==> config.mk <==
export PLATFORM = sky130hd
export DESIGN_NAME = fmpf_front
export DESIGN_NICKNAME = d
export VERILOG_FILES = /design/src/hdl/fmpf_pkg.sv /design/src/hdl/fmpf_front.sv
export SDC_FILE = /design/constraint.sdc
export NUM_CORES = 1
export LEC_CHECK = 0
export ABC_AREA = 1
export BUFFER_PORTS_ARGS = -buffer_cell sky130_fd_sc_hd__buf_4
export CORE_MARGIN = 10
export CORE_UTILIZATION = 37
export CTS_BUF_LIST = sky130_fd_sc_hd__clkbuf_8
export CTS_CLUSTER_SIZE = 30
export DETAILED_ROUTE_END_ITERATION = 16
export PLACE_DENSITY = 0.61
export SETUP_SLACK_MARGIN = 0.5
export SLEW_MARGIN = 20
export SYNTH_ARGS = -nofsm -noshare
export SYNTH_HDL_FRONTEND = slang
export SYNTH_SLANG_ARGS = --single-unit
==> constraint.sdc <==
create_clock -name clk -period 31.1 [get_ports clk]
set_input_delay 6.22 -clock clk [delete_from_list [all_inputs] [get_ports clk]]
set_output_delay 6.22 -clock clk [all_outputs]
set_load 0.05 [all_outputs]
==> src/hdl/fmpf_pkg.sv <==
package fmpf_pkg;

  localparam int RULE_SLOTS_DEF      = 16;
  localparam int PRIORITY_LEVELS_DEF = 8;

  localparam int IN_BITS  = 192;
  localparam int OUT_BITS = 16;

  typedef enum logic [1:0] {
    ACT_CLASSIFY = 2'd0,
    ACT_ADD      = 2'd1,
    ACT_DELETE   = 2'd2,
    ACT_NONE     = 2'd3
  } action_t;

  typedef enum logic [1:0] {
    VERD_ACCEPT = 2'd0,
    VERD_SETPRI = 2'd1,
    VERD_REJECT = 2'd2,
    VERD_DROP   = 2'd3
  } verdict_t;

  typedef enum logic [1:0] {
    ST_DONE     = 2'd0,
    ST_NOTFOUND = 2'd1,
    ST_FULL     = 2'd2
  } status_t;

  typedef struct packed {
    logic [2:0]  priority_v;
    logic [1:0]  verdict;
    logic [15:0] dst_port;
    logic [15:0] src_port;
    logic [31:0] dst_mask;
    logic [31:0] dst_addr;
    logic [31:0] src_mask;
    logic [31:0] src_addr;
    logic [8:0]  tos;
    logic [7:0]  protocol;
    logic [3:0]  iface;
    action_t     action;
  } item_t;

  typedef struct packed {
    logic [2:0] new_priority;
    logic       send_reject;
    logic       set_priority;
    logic       drop;
    logic       matched;
    status_t    status;
  } result_t;

endpackage

==> src/hdl/fmpf_front.sv <==
// Input side: hold up to two items for the rule table.
module fmpf_front (
  input  logic           clk,
  input  logic           rst_n,
  input  logic           in_valid,
  output logic           in_ready,
  input  fmpf_pkg::item_t in_item,
  output logic           q_valid,
  input  logic           q_ready,
  output fmpf_pkg::item_t q_item
);

  fmpf_pkg::item_t buf_r [2];
  logic [1:0] cnt_r, cnt_nxt;
  logic       rd_r, wr_r;
  logic       push, pop;

  assign in_ready = (cnt_r != 2'd2);
  assign push     = in_valid && in_ready;
  assign q_valid  = (cnt_r != 2'd0);
  assign pop      = q_valid && q_ready;
  assign q_item   = buf_r[rd_r];

  always_comb begin
    cnt_nxt = cnt_r + {1'b0, push} - {1'b0, pop};
  end

  always_ff @(posedge clk) begin
    if (!rst_n) begin
      cnt_r <= 2'd0;
      rd_r  <= 1'b0;
      wr_r  <= 1'b0;
    end else begin
      cnt_r <= cnt_nxt;
      if (push) wr_r <= ~wr_r;
      if (pop) rd_r <= ~rd_r;
    end
    if (push) buf_r[wr_r] <= in_item;
  end

endmodule

==> results of run 1 <==
==> critical path: stages (launching register included) <==
cell                      delay [ns]
sky130_fd_sc_hd__dfxtp_4        1.05
sky130_fd_sc_hd__buf_4          0.94
sky130_fd_sc_hd__mux2_2         0.43
sky130_fd_sc_hd__buf_4          0.19
==> power groups by stage <==
stage | combinational, mW | clock [mW] | sequential, mW
after floorplan | 0.459 | 0 | 0.692
after global placement | 0.625 | 0 | 0.687
after detailed placement | 0.626 | 0 | 0.690
after CTS | 0.628 | 0.390 | 0.680
after global routing | 0.645 | 0.411 | 0.686
final | 0.619 | 0.372 | 0.678
==> through the flow <==
step | power [mW] | instances | hold slack [ns] | instance area, um2
after floorplan | 1.15 | 621 | 0.467 | 14200
final | 1.67 | 1604 | 0.503 | 18700
after global placement | 1.31 | 1499 | 0.489 | 17600
after detailed placement | 1.32 | 1500 | 0.484 | 17600
after CTS | 1.70 | 1604 | 0.507 | 18700
after global routing | 1.74 | 1604 | 0.577 | 18700
==> path summary, 6_finish.rpt <==
check	slack, ns	to	start
setup / recovery	21.60	q_item[174]	flip-flop
hold / removal	0.50	flip-flop	rd_r
setup reg to reg	28.08	buf_r[0][141]	cnt_r[0]
hold reg to reg	0.50	flip-flop	rd_r
==> cells in the mapped netlist <==
master	number	share of area
sky130_fd_sc_hd__edfxtp_1	376	0.79
sky130_fd_sc_hd__mux2_4	101	0.11
sky130_fd_sc_hd__mux2_2	87	0.069
sky130_fd_sc_hd__buf_6	15	0.012
sky130_fd_sc_hd__nand2_1	9	0.0024
sky130_fd_sc_hd__nor2_1	8	0.0021
sky130_fd_sc_hd__inv_1	7	0.0018
sky130_fd_sc_hd__buf_2	6	0.0021
sky130_fd_sc_hd__dfxtp_1	5	0.0070
sky130_fd_sc_hd__nand3_1	3	0.0011
sky130_fd_sc_hd__a21oi_1	2	0.00070
sky130_fd_sc_hd__ha_1	2	0.0018
==> flip-flops by register name, indices dropped and copies added, names as in the netlist, named ones only <==
signal,count
cnt_r,2
rd_r,1
buf_r,376
wr_r,1
==> final cells by class <==
class	instances	area (um2)
fillers	3210	19200
repair buffers	389	2940
inverters	7	31.3
flip-flops and latches	381	11400
clock buffers	61	840
multi-input cells	212	2620
clock inverters	43	203
well taps	511	639
==> layer usage <==
metal	global-route usage	vias to the layer above	routed length, um
li1	-	3321	-
met3	0.0560	57	2920
met2	0.224	269	16500
met5	0	-	0
met4	0.0527	0	775
met1	0.155	3611	12900
==> cells by family (layout without fill, tap and decap cells) <==
logic type | count (synthesis) | count (layout) | share of synthesized area
DFF | 381 | 381 | 0.801
buffers and inverters | 28 | 500 | 0.0158
AOI/OAI and AO/OA | 2 | 2 | 0.000704
adders and majority gates | 2 | 2 | 0.00176
and+or+nand+nor | 20 | 20 | 0.00554
muxes | 188 | 188 | 0.175
==> impl_results.rst, run 1 <==
.. list-table::
   :header-rows: 1

   * - Metric
     - Value
   * - Cts bufs inserted
     - 61
   * - Number of H-tree branching levels
     - 2
   * - Cts-stage hold buffer count
     - 0
   * - Overall via count from detail_route
     - 7,258
   * - Tightest slew margin relative to the limit
     - 0.287
   * - DRC violation total after the first TritonRoute iteration
     - 305
   * - Average via count per standard cell
     - 4.52
   * - Setup Buffers After CTS
     - 0
   * - Syn Inst Count
     - 621
   * - Worst-Skew Late Latency
     - 0.63 ns
   * - Switch Pwr
     - 0.618 mW
   * - CTS tree
     - done
   * - Number of antenna violations at the first check in global routing
     - 1
   * - Type of the worst setup path
     - flip-flop to primary output
   * - Critical Path Start Type
     - flip-flop
   * - Setup clock skew after layout
     - 0.0264 ns
   * - Post-route worst setup slack
     - 21.60 ns
   * - Final Slew Violations
     - 0
   * - Gp weighted congestion
     - 0.746
   * - Post-route ant nets
     - 0
   * - Tightest Pin Transition
     - 1.07 ns
   * - Syn Nets
     - 815
   * - Worst Path Required
     - 24.88 ns
   * - Leading cell types in the layout, fill and taps excluded
     - sky130_fd_sc_hd__buf_4, sky130_fd_sc_hd__edfxtp_1, sky130_fd_sc_hd__mux2_4
   * - Internal power summed over all cells
     - 1.05 mW
   * - Sequential area share after synthesis
     - 0.801
   * - Vertical extent of the die
     - 216 um
   * - Overall Global Routing Usage
     - 0.136
   * - Power density over the cells
     - 89.4 nW/um2
   * - Share of post-route cells with drive strength above 1
     - 0.592
   * - Number of gates resized after cts
     - 0
   * - Final-report hold violation count
     - 0
   * - Final setup fails
     - 0
   * - Routed wire length
     - 33,100 um
   * - Result of the run
     - finished clean
   * - Logic gate share of total power
     - 0.371
   * - Post-detailed-placement half-perimeter wirelength
     - 22,600 um
   * - Power share of the sequential group
     - 0.406
   * - Capturing element type of the critical path
     - primary output
   * - Synthesis Warnings
     - 0
   * - Global-route wire length before repair
     - 48,500 um
   * - NumNets Final
     - 1,246
   * - Switching part of the total power
     - 0.370
   * - GRT Residual Overflow
     - 0
   * - Max Root-Sink Buffers
     - 3
   * - Area overhead of the layout relative to synthesis
     - 31.2%
   * - Clock period minus final worst setup slack
     - 9.50 ns
   * - Clock Sink Count
     - 381
   * - Post-synthesis cell area
     - 14,200 um2
   * - Area of the die
     - 46,700 um2
   * - 1st-pass router iterations
     - 4
   * - Most common cell after layout, fill and taps aside
     - sky130_fd_sc_hd__buf_4
   * - Register bit count reported by yosys
     - 381
   * - Clock-pin transition on the worst setup and hold timing paths
     - 0.06 ns
   * - Number of global-route vias before repair
     - 7,879
   * - Maximum fanout encountered on the critical timing path
     - 73
   * - Input/output buffers
     - 381
   * - Pre-CTS setup slack
     - 22.17 ns
   * - Final routed wire length divided by cell count
     - 20.7 um
   * - Number of rows in the core area
     - 71
   * - Die width
     - 216 um
   * - Path category of the worst min-delay check
     - flip-flop to flip-flop
   * - Maximum vdd ir drop
     - 48.2 uV
   * - Fmax
     - 0.105 GHz
   * - CTS root buf
     - sky130_fd_sc_hd__clkbuf_8
   * - Distinct cell type count after synthesis
     - 12
   * - Final core utilization
     - 0.493
   * - Period Utilization, post-route
     - 0.305
   * - Number of cells on the worst reg-to-reg path
     - 6
   * - Core box area
     - 37,800 um2
   * - Number of top-level pins
     - 382
   * - Initial standard-cell utilization of the core
     - 0.376
   * - Pin count of the biggest net entering global routing
     - 74
   * - RSZ-0062 raised after global routing
     - no
   * - Number of antenna repair diodes
     - 0
   * - # DRC
     - 0
   * - Crit path DAT
     - 3.28 ns
   * - Post-Synthesis Mean Instance Area
     - 22.9 um2
   * - Worst hold path depth
     - 2
   * - Number of max-capacitance violations reported
     - 0
   * - Static Leak
     - 7.18 nW
   * - Setup TNS
     - 0 ns
   * - Part of the total power dissipated in the clock network
     - 0.223
(Power assumes the default switching activity.)
==> inputs of run 2 (changes only) <==
- PLACE_DENSITY: 0.61 -> 0.63
- clock period: 31.1 -> 8.61 ns (I/O delays scaled with it)
==> run 2 against run 1 <==
  * Setup slack got worse by 18 ns
  * Cell count up 0.69%
  * Critical endpoint is now q_item[178]
  * Clock-buffer cell count up 5
  * Critical path depth did not move
  * Flip-flop and latch count unchanged
==> impl_results.rst, run 2 (same netlist as run 1, synthesis figures left out) <==
.. list-table::
   :header-rows: 1

   * - Metric
     - Value
   * - Number of cells on the worst reg-to-reg path
     - 6
   * - Worst-Skew Late Latency
     - 0.62 ns
   * - Storage cell area
     - 11,400 um2
   * - NumNets Final
     - 1,244
   * - Tightest Pin Transition
     - 0.974 ns
   * - RSZ-0062 raised after global routing
     - no
   * - Top routing layer in use
     - met5
   * - Overall Global Routing Usage
     - 0.138
   * - Met2 routed WL
     - 16,100 um
   * - Static Leak
     - 7.19 nW
   * - Power density over the cells
     - 324 nW/um2
   * - Type of the worst setup path
     - flip-flop to primary output
   * - Post-detailed-placement half-perimeter wirelength
     - 23,100 um
   * - Total power of the final layout
     - 6.07 mW
   * - Clock period minus final worst setup slack
     - 4.71 ns
   * - Final instance area
     - 18,700 um2
   * - Cell Area, Placed
     - 17,600 um2
   * - Number of antenna violations at the first check in global routing
     - 3
   * - Worst Path Required
     - 6.89 ns
   * - Critical Path Start Type
     - flip-flop
   * - Average via count per standard cell
     - 4.51
   * - Clock Sink Count
     - 381
   * - Share of post-route cells with drive strength above 1
     - 0.597
   * - Largest registers
     - buf_r: 376 flops, cnt_r: 2 flops
   * - Pin count of the biggest net entering global routing
     - 121
   * - Cts bufs inserted
     - 61
   * - Fmax
     - 0.212 GHz
   * - Worst Hold Launch
     - rd_r
   * - Crit path DAT
     - 2.99 ns
   * - Max Root-Sink Buffers
     - 3
   * - Final-layout fill cell count
     - 3,234
   * - Setup TNS
     - 0 ns
   * - Core box area
     - 37,800 um2
   * - Number of rows in the core area
     - 71
   * - Wire length on met1
     - 13,400 um
   * - Maximum fanout encountered on the critical timing path
     - 59
   * - Tightest slew margin relative to the limit
     - 0.351
   * - CTS root buf
     - sky130_fd_sc_hd__clkbuf_8
   * - Path category of the worst min-delay check
     - flip-flop to flip-flop
   * - Routed wire length
     - 33,600 um
   * - Gp weighted congestion
     - 0.720
   * - Most common cell after layout, fill and taps aside
     - sky130_fd_sc_hd__buf_4
   * - Maximum vdd ir drop
     - 244 uV
   * - Number of top-level pins
     - 382
   * - Post-route worst setup slack
     - 3.90 ns
   * - Final routed wire length divided by cell count
     - 20.8 um
   * - Met3 Wirelength
     - 3450 um
   * - GRT Residual Overflow
     - 0
   * - Setup Buffers After CTS
     - 0
   * - Capturing element type of the critical path
     - primary output
   * - Reg2reg start
     - cnt_r[0]
   * - Leading cell types in the layout, fill and taps excluded
     - sky130_fd_sc_hd__buf_4, sky130_fd_sc_hd__edfxtp_1, sky130_fd_sc_hd__mux2_4
   * - Number of H-tree branching levels
     - 2
   * - Global-route wire length before repair
     - 49,300 um
   * - Pre-CTS setup slack
     - 4.36 ns
   * - Final-report hold violation count
     - 0
   * - Clock-pin transition on the worst setup and hold timing paths
     - 0.06 ns
   * - Number of global-route vias before repair
     - 7,980
   * - Setup clock skew after layout
     - 0.0188 ns
   * - Final Slew Violations
     - 0
   * - Initial standard-cell utilization of the core
     - 0.376
   * - Number of max-capacitance violations reported
     - 0
   * - Area used by multi-input combinational logic
     - 2620 um2
   * - 1st-pass router iterations
     - 6
   * - Vertical extent of the die
     - 216 um
   * - CTS tree
     - done
   * - Cts-stage hold buffer count
     - 0
   * - Die width
     - 216 um
   * - Final setup fails
     - 0
   * - Post-route ant nets
     - 0
   * - Overall via count from detail_route
     - 7,288
   * - Worst hold path depth
     - 2
   * - # DRC
     - 0
   * - Number of gates resized after cts
     - 0
   * - Area of the die
     - 46,700 um2
   * - Area overhead of the layout relative to synthesis
     - 31.6%
   * - Register with the most flip-flops
     - buf_r
   * - Number of flip-flops in the largest register
     - 376
   * - Period Utilization, post-route
     - 0.547
   * - Result of the run
     - finished clean
   * - DRC violation total after the first TritonRoute iteration
     - 374
   * - Input/output buffers
     - 381
[run 2: power breakdown]
group | total [mW] | switching, mW | internal [mW]
sequential | 2.44 | 0.0916 | 2.35
combinational | 2.23 | 1.47 | 0.758
clock | 1.40 | 0.692 | 0.707
[run 2: per-layer routing]
metal,track usage,up-vias
li1,-,3339
met1,0.160,3582
met2,0.220,309
met3,0.0625,54
met4,0.0522,4
met5,0,-
[run 2: worst paths after layout]
path / slack (ns) / end
worst max register to register: 5.68 / buf_r[0][98]
worst max-delay path: 3.90 / q_item[178]
worst min register to register: 0.51 / rd_r
worst min-delay path: 0.51 / rd_r
[run 2: per-stage QoR]
step / cells / utilization / hold slack (ns)
finish: 1615 / 0.495 / 0.505
global route: 1615 / 0.495 / 0.563
CTS: 1614 / 0.495 / 0.514
detailed placement: 1498 / 0.465 / 0.499
global placement: 1498 / 0.465 / 0.493
floorplan: 621 / - / 0.467
[run 2: area by class of cell]
cell class / count / share of cell area
flip-flops and latches: 381 / 0.608
repair buffers: 387 / 0.156
multi-input cells: 212 / 0.140
clock buffers: 66 / 0.0485
well taps: 511 / 0.0341
clock inverters: 50 / 0.0114
inverters: 7 / 0.00180
diodes: 1 / 0.000134
[run 2: worst max-delay path: stages, from the launching register on]
cell and delay [ns]:
sky130_fd_sc_hd__dfxtp_4 0.87, sky130_fd_sc_hd__buf_4 0.80, sky130_fd_sc_hd__mux2_2 0.42, sky130_fd_sc_hd__buf_4 0.19
==> inputs of run 3 (changes only) <==
- clock period: 8.61 -> 4 ns (I/O delays scaled with it)
==> run 3 against run 2 <==
  * Clock skew fell by 0.0077 ns
  * Sequential power grew 110%
  * Utilization grew 0.34 points
  * Cell count decreased by 0.31%
  * Flip-flop and latch count did not move
  * Critical path type unchanged
==> impl_results.rst, run 3 (same netlist as run 1, synthesis figures left out) <==
.. list-table::
   :header-rows: 1

   * - Metric
     - Value
   * - Result of the run
     - finished clean
   * - Cell type with the highest occurrence count on the critical path
     - sky130_fd_sc_hd__buf_4
   * - Critical Path End
     - q_item[26]
   * - Global routing met3 resource utilization
     - 0.0631
   * - Number of global-route vias before repair
     - 7,902
   * - Die width
     - 216 um
   * - Post-route worst setup slack
     - 0.793 ns
   * - Number of antenna repair diodes
     - 0
   * - Final setup fails
     - 0
   * - Total placed cells including tap cells
     - 1,507
   * - Final-layout fill cell count
     - 3,211
   * - CTS tree
     - done
   * - Clock period minus final worst setup slack
     - 3.21 ns
   * - CP Depth
     - 3
   * - Area of the die
     - 46,700 um2
   * - Combined buffer and inverter count along the critical path
     - 2
   * - RSZ-0062 raised after global routing
     - no
   * - GRT met2 Usage
     - 0.217
   * - Largest registers
     - buf_r: 376 flops, cnt_r: 2 flops
   * - Core box area
     - 37,800 um2
   * - Number of max-capacitance violations reported
     - 0
   * - GRT Residual Overflow
     - 0
   * - Delay-heaviest family, CP
     - flip-flops
   * - Maximum vdd ir drop
     - 546 uV
   * - Tightest Pin Transition
     - 0.747 ns
   * - Worst Path Required
     - 3.20 ns
   * - Final routed wire length divided by cell count
     - 20.2 um
   * - Worst-Skew Late Latency
     - 0.62 ns
   * - Fmax
     - 0.312 GHz
   * - Tightest slew margin relative to the limit
     - 0.502
   * - Capturing element type of the critical path
     - primary output
   * - Endpoint of the worst-slack reg-to-reg timing path
     - buf_r[1][158]
   * - Critical Path Start Type
     - flip-flop
   * - Storage cell area
     - 11,400 um2
   * - Input/output buffers
     - 381
   * - Period Utilization, post-route
     - 0.802
   * - Reg2reg start
     - cnt_r[1]
   * - Grt met1 use
     - 0.153
   * - Area used by multi-input combinational logic
     - 2640 um2
   * - Leading cell types in the layout, fill and taps excluded
     - sky130_fd_sc_hd__buf_4, sky130_fd_sc_hd__edfxtp_1, sky130_fd_sc_hd__mux2_4
   * - Number of rows in the core area
     - 71
   * - Clock-pin transition on the worst setup and hold timing paths
     - 0.06 ns
   * - CTS root buf
     - sky130_fd_sc_hd__clkbuf_8
   * - Register with the most flip-flops
     - buf_r
   * - Pin count of the biggest net entering global routing
     - 122
   * - NumNets Final
     - 1,253
   * - Number of top-level pins
     - 382
   * - Overall via count from detail_route
     - 7,200
   * - Static Leak
     - 7.24 nW
   * - Power density over the cells
     - 695 nW/um2
   * - Overall Global Routing Usage
     - 0.135
   * - Number of cells on the worst reg-to-reg path
     - 4
   * - Number of antenna violations at the first check in global routing
     - 0
   * - Post-detailed-placement half-perimeter wirelength
     - 22,900 um
   * - # DRC
     - 0
   * - Max Root-Sink Buffers
     - 3
   * - Cts-stage hold buffer count
     - 0
   * - FF-to-FF setup slack
     - 1.90 ns
   * - Global-route wire length before repair
     - 48,200 um
   * - Clock Sink Count
     - 381
   * - Final Instance Count excl. Fillers
     - 1,610
   * - Setup clock skew after layout
     - 0.0111 ns
   * - Share of post-route cells with drive strength above 1
     - 0.600
   * - Vertical extent of the die
     - 216 um
   * - DRC violation total after the first TritonRoute iteration
     - 361
   * - Cells along the critical path
     - buf_4, mux2_2, buf_4
   * - Final core utilization
     - 0.498
   * - Crit path DAT
     - 2.41 ns
   * - 1st-pass router iterations
     - 4
   * - Type of the worst setup path
     - flip-flop to primary output
   * - Final-report hold violation count
     - 0
   * - Setup Buffers After CTS
     - 0
   * - Number of H-tree branching levels
     - 2
   * - Routed wire length
     - 32,600 um
   * - Number of flip-flops in the largest register
     - 376
   * - Path category of the worst min-delay check
     - primary input to flip-flop
   * - Most common cell after layout, fill and taps aside
     - sky130_fd_sc_hd__buf_4
   * - Number of gates resized after cts
     - 0
   * - Slowest cell on crit path
     - sky130_fd_sc_hd__dfxtp_4
   * - Gp weighted congestion
     - 0.735
   * - Maximum fanout encountered on the critical timing path
     - 36
   * - Area overhead of the layout relative to synthesis
     - 32.5%
   * - Maximum cell stage delay along the critical path
     - 0.78 ns
   * - Final Slew Violations
     - 0
   * - Layer with the highest usage after global routing
     - met2
   * - Average via count per standard cell
     - 4.47
   * - Initial standard-cell utilization of the core
     - 0.376
   * - Worst hold path depth
     - 1
   * - Post-route ant nets
     - 0
   * - Pre-CTS setup slack
     - 1.38 ns
   * - Cts bufs inserted
     - 61
==> run 3: cell types whose count changed in the layout (fill, tap and decap cells not counted), moves of 2 or more <==
cell and delta:
sky130_fd_sc_hd__clkbuf_8 -3, sky130_fd_sc_hd__buf_4 +2, sky130_fd_sc_hd__bufinv_16 +2, sky130_fd_sc_hd__clkinv_2 -8
sky130_fd_sc_hd__clkinv_1 -7, sky130_fd_sc_hd__buf_12 +7, sky130_fd_sc_hd__nand2_1 -2, sky130_fd_sc_hd__inv_1 +5
==> run 3: layout make-up <==
type / instances / share of cell area
inverters: 7 / 0.00159
multi-input cells: 212 / 0.140
flip-flops and latches: 381 / 0.604
repair buffers: 396 / 0.163
clock buffers: 63 / 0.0460
well taps: 511 / 0.0339
clock inverters: 40 / 0.0111
==> run 3: layer usage <==
layer	vias to the layer above	share of wire
met5	-	0
met4	0	0.025
met3	53	0.10
met2	286	0.49
met1	3526	0.38
li1	3335	-
==> run 3: worst register-to-register path, stage by stage (launching register included) <==
cell                         delay (ns)
sky130_fd_sc_hd__dfxtp_1           0.39
sky130_fd_sc_hd__nand2_2           0.16
sky130_fd_sc_hd__nand3_2           0.13
sky130_fd_sc_hd__clkinvlp_4        0.59
sky130_fd_sc_hd__buf_12            0.48
==> run 3: stage by stage <==
stage	TNS, ns	total power, mW	hold slack (ns)	area [um2]
CTS	0	13.3	0.276	18900
global placement	0	10.2	0.490	17800
finish	0	13.1	0.360	18900
detailed placement	0	10.3	0.514	17800
global route	0	13.7	0.299	18900
floorplan	-25.92	8.86	0.467	14300
==> run 3: worst min-delay path by stage <==
stage | from | end | slack, ns
finish | in_item[169] | buf_r[1][169] | 0.36
global route | in_item[83] | buf_r[1][83] | 0.30
CTS | in_item[105] | buf_r[0][105] | 0.28
detailed placement | rd_r | flip-flop | 0.51
global placement | rd_r | rd_r | 0.49
floorplan | rd_r | flip-flop | 0.47
==> run 3: power by group <==
part / switching (mW) / total, mW / internal (mW)
Sequential: 0.179 / 5.23 / 5.05
Clock: 1.41 / 2.98 / 1.56
Combinational: 3.19 / 4.89 / 1.69
